## src/sv/yuv2rgb_pkg.sv

```systemverilog
// ---------------------------------------------------------------------------
// yuv2rgb_pkg
// Item types, coefficients and the output clamp of the 4:1:1 converter.
// ---------------------------------------------------------------------------
package yuv2rgb_pkg;

    // widest signed sum is below 2^26, one spare bit
    localparam int SUM_W   = 28;
    localparam int Q_W     = SUM_W - 16;
    localparam int LANES   = 4;
    localparam int PIX_MAX = 255;

    localparam logic signed [SUM_W-1:0] COEF_Y   = 76310;
    localparam logic signed [SUM_W-1:0] COEF_R_V = 104635;
    localparam logic signed [SUM_W-1:0] COEF_G_U = -25690;
    localparam logic signed [SUM_W-1:0] COEF_G_V = -53294;
    localparam logic signed [SUM_W-1:0] COEF_B_U = 132278;

    localparam logic [8:0] LUMA_OFFSET = 9'd16;

    typedef struct packed {
        logic [7:0] luma_0;
        logic [7:0] luma_1;
        logic [7:0] luma_2;
        logic [7:0] luma_3;
        logic [7:0] chroma_blue;
        logic [7:0] chroma_red;
    } t_in_item;

    typedef struct packed {
        logic [7:0] red_0;
        logic [7:0] green_0;
        logic [7:0] blue_0;
        logic [7:0] red_1;
        logic [7:0] green_1;
        logic [7:0] blue_1;
        logic [7:0] red_2;
        logic [7:0] green_2;
        logic [7:0] blue_2;
        logic [7:0] red_3;
        logic [7:0] green_3;
        logic [7:0] blue_3;
    } t_out_item;

    // chroma products shared by all lanes
    typedef struct packed {
        logic signed [SUM_W-1:0] rv;
        logic signed [SUM_W-1:0] gu;
        logic signed [SUM_W-1:0] gv;
        logic signed [SUM_W-1:0] bu;
    } t_chroma_terms;

    typedef struct packed {
        logic [7:0] red;
        logic [7:0] green;
        logic [7:0] blue;
    } t_pixel;

    // floor by 2^16, then clamp to 0..255
    function automatic logic [7:0] clamp_px(input logic signed [SUM_W-1:0] s);
        logic signed [Q_W-1:0] q;
        logic [7:0]            px;
        q = s[SUM_W-1:16];
        if (q < 0) begin
            px = 8'd0;
        end else if (q > PIX_MAX) begin
            px = 8'(PIX_MAX);
        end else begin
            px = q[7:0];
        end
        return px;
    endfunction

endpackage

```

## src/sv/yuv2rgb_chroma.sv

```systemverilog
// ---------------------------------------------------------------------------
// yuv2rgb_chroma
// Registers the Cb/Cr products that the four pixel lanes share.
// ---------------------------------------------------------------------------
module yuv2rgb_chroma (
    input  logic                       i_clk,
    input  logic                       i_load,
    input  logic [7:0]                 i_cb,
    input  logic [7:0]                 i_cr,
    output yuv2rgb_pkg::t_chroma_terms o_terms
);
    import yuv2rgb_pkg::*;

    logic signed [7:0]       u;
    logic signed [7:0]       v;
    logic signed [SUM_W-1:0] u_ext;
    logic signed [SUM_W-1:0] v_ext;
    t_chroma_terms           n_terms;
    t_chroma_terms           r_terms;

    // flipping the top bit subtracts 128
    assign u     = $signed(i_cb ^ 8'h80);
    assign v     = $signed(i_cr ^ 8'h80);
    assign u_ext = {{(SUM_W-8){u[7]}}, u};
    assign v_ext = {{(SUM_W-8){v[7]}}, v};

    always_comb begin
        n_terms.rv = v_ext * COEF_R_V;
        n_terms.gu = u_ext * COEF_G_U;
        n_terms.gv = v_ext * COEF_G_V;
        n_terms.bu = u_ext * COEF_B_U;
    end

    always_ff @(posedge i_clk) begin
        if (i_load) begin
            r_terms <= n_terms;
        end
    end

    assign o_terms = r_terms;

endmodule

```

## src/sv/yuv2rgb_lane.sv

```systemverilog
// ---------------------------------------------------------------------------
// yuv2rgb_lane
// One pixel: registered luma product, then chroma sums and clamp.
// ---------------------------------------------------------------------------
module yuv2rgb_lane (
    input  logic                       i_clk,
    input  logic                       i_load,
    input  logic [7:0]                 i_luma,
    input  yuv2rgb_pkg::t_chroma_terms i_terms,
    output yuv2rgb_pkg::t_pixel        o_pixel
);
    import yuv2rgb_pkg::*;

    logic [8:0]              y;
    logic signed [SUM_W-1:0] y_ext;
    logic signed [SUM_W-1:0] n_ly;
    logic signed [SUM_W-1:0] r_ly;
    logic signed [SUM_W-1:0] sum_r;
    logic signed [SUM_W-1:0] sum_g;
    logic signed [SUM_W-1:0] sum_b;

    assign y     = {1'b0, i_luma} - LUMA_OFFSET;
    assign y_ext = {{(SUM_W-9){y[8]}}, y};
    assign n_ly  = y_ext * COEF_Y;

    always_ff @(posedge i_clk) begin
        if (i_load) begin
            r_ly <= n_ly;
        end
    end

    assign sum_r = i_terms.rv + r_ly;
    assign sum_g = i_terms.gu + i_terms.gv + r_ly;
    assign sum_b = i_terms.bu + r_ly;

    always_comb begin
        o_pixel.red   = clamp_px(sum_r);
        o_pixel.green = clamp_px(sum_g);
        o_pixel.blue  = clamp_px(sum_b);
    end

endmodule

```

## src/sv/yuv2rgb_merge.sv

```systemverilog
// ---------------------------------------------------------------------------
// yuv2rgb_merge
// Gathers the four lane pixels into the registered output item.
// ---------------------------------------------------------------------------
module yuv2rgb_merge (
    input  logic                                         i_clk,
    input  logic                                         i_load,
    input  yuv2rgb_pkg::t_pixel [yuv2rgb_pkg::LANES-1:0] i_pixels,
    output yuv2rgb_pkg::t_out_item                       o_item
);
    import yuv2rgb_pkg::*;

    t_out_item n_item;
    t_out_item r_item;

    always_comb begin
        n_item.red_0   = i_pixels[0].red;
        n_item.green_0 = i_pixels[0].green;
        n_item.blue_0  = i_pixels[0].blue;
        n_item.red_1   = i_pixels[1].red;
        n_item.green_1 = i_pixels[1].green;
        n_item.blue_1  = i_pixels[1].blue;
        n_item.red_2   = i_pixels[2].red;
        n_item.green_2 = i_pixels[2].green;
        n_item.blue_2  = i_pixels[2].blue;
        n_item.red_3   = i_pixels[3].red;
        n_item.green_3 = i_pixels[3].green;
        n_item.blue_3  = i_pixels[3].blue;
    end

    always_ff @(posedge i_clk) begin
        if (i_load) begin
            r_item <= n_item;
        end
    end

    assign o_item = r_item;

endmodule

```

## src/sv/yuv411_to_rgb_converter.sv

```systemverilog
// ---------------------------------------------------------------------------
// yuv411_to_rgb_converter
// 4:1:1 YCbCr chunk to four RGB pixels, BT.601 signed 12.16 fixed point.
// ---------------------------------------------------------------------------
// Usage:
//   input channel : i_in_valid / o_in_stall carry one chunk (four luma bytes,
//                   shared Cb and Cr) in i_in_item
//   output channel: o_out_valid / i_out_stall carry four clamped RGB pixels
//                   in o_out_item
//   an item moves at a clock edge where valid is high and stall is low
// Path: an accepted item loads the product register, then the output
//   register after the sums and clamp, which drives o_out_valid.
// Throughput: one item per cycle while the output is not stalled; four lanes
//   compute the four pixels in parallel off one shared set of chroma products.
// Stall: when the receiver stalls, the output item holds and the product
//   stage still takes one more item; o_in_stall rises only when both
//   stages are full and the output is stalled.
// Reset: synchronous, active low; empties both stages, so no item held before
//   reset is shown afterwards; payload registers are not cleared.
// ---------------------------------------------------------------------------
module yuv411_to_rgb_converter (
    input  logic                   i_clk,
    input  logic                   i_rst_n,
    input  logic                   i_in_valid,
    output logic                   o_in_stall,
    input  yuv2rgb_pkg::t_in_item  i_in_item,
    output logic                   o_out_valid,
    input  logic                   i_out_stall,
    output yuv2rgb_pkg::t_out_item o_out_item
);
    import yuv2rgb_pkg::*;

    logic                       r_s1_valid;
    logic                       r_out_valid;
    logic                       advance;
    logic                       s1_load;
    logic [LANES-1:0][7:0]      lumas;
    t_chroma_terms              terms;
    t_pixel [LANES-1:0]         pixels;

    // output register frees when empty or being taken
    assign advance    = !r_out_valid || !i_out_stall;
    assign s1_load    = !r_s1_valid || advance;
    assign o_in_stall = !s1_load;

    always_ff @(posedge i_clk) begin
        if (!i_rst_n) begin
            r_s1_valid  <= 1'b0;
            r_out_valid <= 1'b0;
        end else begin
            if (s1_load) begin
                r_s1_valid <= i_in_valid;
            end
            if (advance) begin
                r_out_valid <= r_s1_valid;
            end
        end
    end

    assign lumas[0] = i_in_item.luma_0;
    assign lumas[1] = i_in_item.luma_1;
    assign lumas[2] = i_in_item.luma_2;
    assign lumas[3] = i_in_item.luma_3;

    yuv2rgb_chroma u_chroma (
        .i_clk   (i_clk),
        .i_load  (s1_load),
        .i_cb    (i_in_item.chroma_blue),
        .i_cr    (i_in_item.chroma_red),
        .o_terms (terms)
    );

    for (genvar k = 0; k < LANES; k++) begin : g_lane
        yuv2rgb_lane u_lane (
            .i_clk   (i_clk),
            .i_load  (s1_load),
            .i_luma  (lumas[k]),
            .i_terms (terms),
            .o_pixel (pixels[k])
        );
    end

    yuv2rgb_merge u_merge (
        .i_clk    (i_clk),
        .i_load   (advance),
        .i_pixels (pixels),
        .o_item   (o_out_item)
    );

    assign o_out_valid = r_out_valid;

endmodule

```

## config.mk

```make
export PLATFORM = sky130hd
export DESIGN_NAME = yuv411_to_rgb_converter
export DESIGN_NICKNAME = d
export VERILOG_FILES = /design/src/sv/yuv2rgb_pkg.sv /design/src/sv/yuv2rgb_chroma.sv /design/src/sv/yuv2rgb_lane.sv /design/src/sv/yuv2rgb_merge.sv /design/src/sv/yuv411_to_rgb_converter.sv
export SDC_FILE = /design/constraint.sdc
export NUM_CORES = 2
export LEC_CHECK = 0
export ABC_AREA = 0
export BUFFER_PORTS_ARGS = -buffer_cell sky130_fd_sc_hd__buf_2
export CORE_ASPECT_RATIO = 1.75
export CORE_MARGIN = 5
export CORE_UTILIZATION = 55
export DETAILED_ROUTE_END_ITERATION = 12
export PLACE_DENSITY = 0.72
export REMOVE_ABC_BUFFERS = 1
export SETUP_SLACK_MARGIN = 0.05
export SLEW_MARGIN = 0
export SYNTH_ARGS = -nofsm -noshare
export SYNTH_HDL_FRONTEND = slang
export SYNTH_HIERARCHICAL = 1
export SYNTH_SLANG_ARGS = --single-unit
```

## constraint.sdc

```tcl
create_clock -name i_clk -period 9.2 [get_ports i_clk]
set_input_delay 2.3 -clock i_clk [delete_from_list [all_inputs] [get_ports i_clk]]
set_output_delay 2.3 -clock i_clk [all_outputs]
set_load 0.02 [all_outputs]
```

# == Yosys cells after proc, flatten, opt, wreduce, memory -nomap -nowiden ==
# Index checks and enable logic that the tools add are counted.
# Widths: inputs -> output; s select.
# word_totals
register_bits,315
latch_bits,0
ram_bits,0
romBits,0
inputBits,52
output_inout_bits,98
elab_cells,91
memories,0
# classes
addsub,17
multipliers,8
n_div,0
order_cmp,24
eq_ne,0
shift,0
muxes,12
n_bitwise,2
n_reduce_logical,6
# ops
cell,n
$add 28x28->28,13
$gt 12x9->1 const B,12
$lt 12x1->1 const B,12
$mul 9x17->26 const B,4
$mux 8,12
$mul 8x18->26 const B,2
$sub 8x5->9 const B,4
$mul 8x16->24 const B,1
$mul 8x15->23 const B,1
$logic_not 1->1,4
$logic_or 1x1->1,2
$not 1->1,2

# == Logic depth before layout (Yosys ltp) ==
# depth
depth_word,4
mapped_depth,21
depth_no_buf,21

# == Cells and area by module ==
# Netlist, hierarchy kept.
# by_module_without_submodules
module,n_inst,cells_per_inst,area_per_inst_um2
yuv2rgb_chroma,1,1091,11678.7
yuv2rgb_lane at g_lane[1].u_lane,1,729,6750.2
yuv2rgb_lane at g_lane[0].u_lane,1,677,6528.8
yuv2rgb_lane at g_lane[3].u_lane,1,679,6381.1
yuv2rgb_lane at g_lane[2].u_lane,1,628,6243.5
yuv2rgb_merge,1,96,2882.8
yuv411_to_rgb_converter,1,8,77.6

# == Worst setup path after synthesis ==
# OpenSTA, ideal clock, no wires.
# synth_timing
kind,input to register
startpoint,input i_in_item[36] in the netlist's numbering
endpoint,"register g_lane[1].u_lane.r_ly[24], data pin"
arrival_ns,7.221
slack_ns,1.710
stages,18
n_path_buf,0
cell_sequence,inv_1 > ha_1 > nor3b_1 > ha_1 > ha_1 > inv_1 > fa_1 > fa_1 > inv_1 > ha_1 > ha_1 > a21o_1 > a21oi_1 > nand2b_1 > a211o_1 > a2111oi_2 > nor3_1 > nand3b_1
# synth_via
elab_chain_cells,2
# synth_rtl
element,line_no,rtl
from (decl),yuv411_to_rgb_converter.sv:26,"input yuv2rgb_pkg::t_in_item i_in_item,"
$sub 8x5->9,yuv2rgb_lane.sv:22,"assign y = {1'b0, i_luma} - LUMA_OFFSET;"
$mul 9x17->26,yuv2rgb_lane.sv:24,assign n_ly = y_ext * COEF_Y;
via g_lane[1].u_lane.n_ly[24],yuv2rgb_lane.sv:16,logic signed [SUM_W-1:0] n_ly;
to (signal assigned),yuv2rgb_lane.sv:28,r_ly <= n_ly;
to (decl),yuv2rgb_lane.sv:17,logic signed [SUM_W-1:0] r_ly;
# The timed path passes the listed nets, and every way through them passes these cells.
# A chain may end at the register's enable or synchronous reset.

# == Worst setup path after layout ==
# layout_timing
startpoint,input i_in_item[44] in the netlist's numbering
endpoint,"register g_lane[0].u_lane.r_ly[26], data pin"
# layout_via
elab_chain_cells,2
# layout_rtl
element,line_no
$sub 8x5->9,yuv2rgb_lane.sv:22
$mul 9x17->26,yuv2rgb_lane.sv:24
via g_lane[0].u_lane.n_ly[26],yuv2rgb_lane.sv:16
to (signal assigned),yuv2rgb_lane.sv:28
to (decl),yuv2rgb_lane.sv:17
# The timed path passes the listed nets, and every way through them passes these cells.

==> flow_metrics.py <==
metrics = {
    "timing": {
        "report.final.setup_viol": 0,
        "period_share_pct": 80.6,
        "min_period_ns": 7.42,
        "setup_total_negative_slack_ns": 0,
        "hold_viol": 0,
        "grt_setup_unrepaired": "false",
        "slew_headroom_pct": 36.8,
        "final_max_slew_viol_count": 0,
        "tightestPinTransition_ns": 0.948,
        "skew_ns": 0.0229,
        "fmaxAchievable_mhz": 135,
    },
    "floorplan": {
        "start_util_pct": 55.6,
        "die-area_um2": 79400,
        "die-height_um": 369,
        "io_pins": 150,
        "chipWidth_um": 215,
        "fp.coreArea_um2": 72900,
        "row_count": 131,
    },
    "global_route": {
        "grt_overflow_total": 0,
        "vias_in_the_first_global_route": 31541,
        "grt_first_pass_wirelength_um": 171000,
        "grt_antenna_before_repair": 1,
        "grt.total_usage_pct": 27.6,
        "grt_max_degree": 131,
    },
    "yosys": {
        "netlist_area_um2": 40500,
        "yosysWarningCount": 6,
        "synthesis.instances": 3906,
        "post_synth.cell_area_avg_um2": 10.4,
    },
    "worst_setup_path": {
        "crit_path_end_kind": "register",
        "worst_path_dominant_cell_family": "adder cells",
        "setup.worst_path.start_class": "input pin",
        "cp_max_fo": 8,
        "critPathRequiredTime_ns": 9.60,
        "timing_worst_setup_path_type": "input pin to register",
        "cell_breakdown_of_the_critical_path": "buf_2 > inv_1 > ha_1 > or3b_2 > inv_1 > ha_1 > fa_1 > fa_1 > fa_1 > ha_1 > ha_1 > and3_1 > a31oi_2 > a211oi_1 > o31ai_1 > nand2b_1 > a21o_1 > a2111oi_0",
        "timing.critical_path.arrival_ns": 7.82,
        "worst-path-buf-inv": 3,
        "critPathMaxStageDelay_ns": 0.58,
        "slowest_cp_cell": "sky130_fd_sc_hd__fa_1",
        "crit_top_cell": "sky130_fd_sc_hd__ha_1",
    },
    "clock_tree": {
        "bufs_on_longest_clock_path": 3,
        "tritoncts_num_sinks": 297,
        "cts-buffers-inserted": 30,
        "insertion_delay_ns": 0.63,
        "cts.root.buffer_cell": "sky130_fd_sc_hd__clkbuf_16",
        "cts_hold_buffers": 0,
        "worst_setup_hold_path_clk_slew_ns": 0.07,
        "cts_tree": "done",
        "cts_post_setup_buffers_inserted": 0,
        "post_cts.resized_instances": 0,
        "h-tree-depth": 1,
    },
    "finish": {
        "post_route_cells_drive_above_1_share_pct": 7.72,
        "final_common_cell": "sky130_fd_sc_hd__ha_1",
        "net_count_final": 5313,
        "area_growth_pct": 7.01,
        "commonest_cells_after_routing_fill_and_taps_aside": "sky130_fd_sc_hd__ha_1 (868), sky130_fd_sc_hd__inv_1 (566), sky130_fd_sc_hd__fa_1 (322), sky130_fd_sc_hd__edfxtp_1 (295), sky130_fd_sc_hd__a21oi_1 (273)",
    },
    "placed_design": {
        "detailed_placement_wirelength_estimate_um": 95300,
        "placement.io_buffers": 149,
        "gpl.final_weighted_congestion": 1.01,
    },
    "routing": {
        "routed_wirelength_um": 111000,
        "drt-wirelength-per-cell_um": 22.1,
        "detailroute.via_count": 30171,
        "drc": 0,
        "post_drt_via_cell_ratio": 6.00,
        "detail_route.iter0.violations": 1515,
        "ant_nets": 0,
        "drt_pass1_iterations": 5,
    },
    "flow_run": {
        "timing.max_cap.violations": 0,
    },
    "min_path": {
        "holdCritPathClass": "register to register",
    },
    "status": {
        "status": "finished, final reports clean",
    },
}
-- worst paths after layout --
check	startpoint	endpoint	slack, ns	cells past startpoint
max	i_in_item[44]	g_lane[0].u_lane/r_ly[26]	1.78	18
min reg2reg	r_s1_valid	o_out_valid	0.51	2
max reg2reg	u_chroma/o_terms[3]	u_merge/o_item[36]	5.06	14
min	r_s1_valid	o_out_valid	0.51	2
-- sequential cells by signal (all words and copies together) (netlist names) --
register,cells
g_lane.u_lane/r_ly,104
u_merge/o_item,96
u_chroma/o_terms,95
o_out_valid,1
r_s1_valid,1
-- per-layer routing --
metal	global-route usage, %	routed length, um	vias to the layer above
met4	23.8	12300	0
li1	-	-	14365
met1	27.5	38200	14523
met3	3.18	4950	425
met2	50.3	55800	858
met5	0	0	-
-- through the flow --
step	setup slack, ns	instances	util [%]	hold WS (ns)	cell area [um2]
2_1_floorplan	1.71	3881	-	0.459	40400
3_3_place_gp	1.30	4970	58.1	0.485	42400
3_5_place_dp	1.22	4970	58.1	0.498	42400
4_1_cts	1.84	5025	59.5	0.519	43400
5_1_grt	1.46	5025	59.5	0.542	43400
6_report	1.78	5027	59.5	0.510	43400
-- final cells by class --
type                            instances  area [um2]
Tap cell                              931        1160
Inverter                              568        2140
Clock buffer                           34         766
Antenna cell                            2        5.00
Sequential cell                       297        8900
Clock inverter                         21         233
Timing Repair Buffer                  158         813
Multi-Input combinational cell       3016       29300
Fill cell                            6113       29600
-- worst reg2reg max path: stages (launching register included) --
cell	delay [ns]
sky130_fd_sc_hd__edfxtp_1	0.62
sky130_fd_sc_hd__inv_1	0.12
sky130_fd_sc_hd__fa_1	0.51
sky130_fd_sc_hd__inv_1	0.04
sky130_fd_sc_hd__ha_1	0.28
sky130_fd_sc_hd__o21a_1	0.18
sky130_fd_sc_hd__o21a_1	0.16
sky130_fd_sc_hd__a32oi_1	0.43
sky130_fd_sc_hd__a21o_1	0.20
sky130_fd_sc_hd__a211oi_1	0.12
sky130_fd_sc_hd__o211ai_1	0.24
sky130_fd_sc_hd__a21boi_0	0.12
sky130_fd_sc_hd__o41ai_1	0.37
sky130_fd_sc_hd__xnor2_1	0.29
sky130_fd_sc_hd__o21a_1	0.20
Power is left out: the tool's default activity adds up to more than one toggle a clock period on the data nets, which glitch-free logic cannot reach.
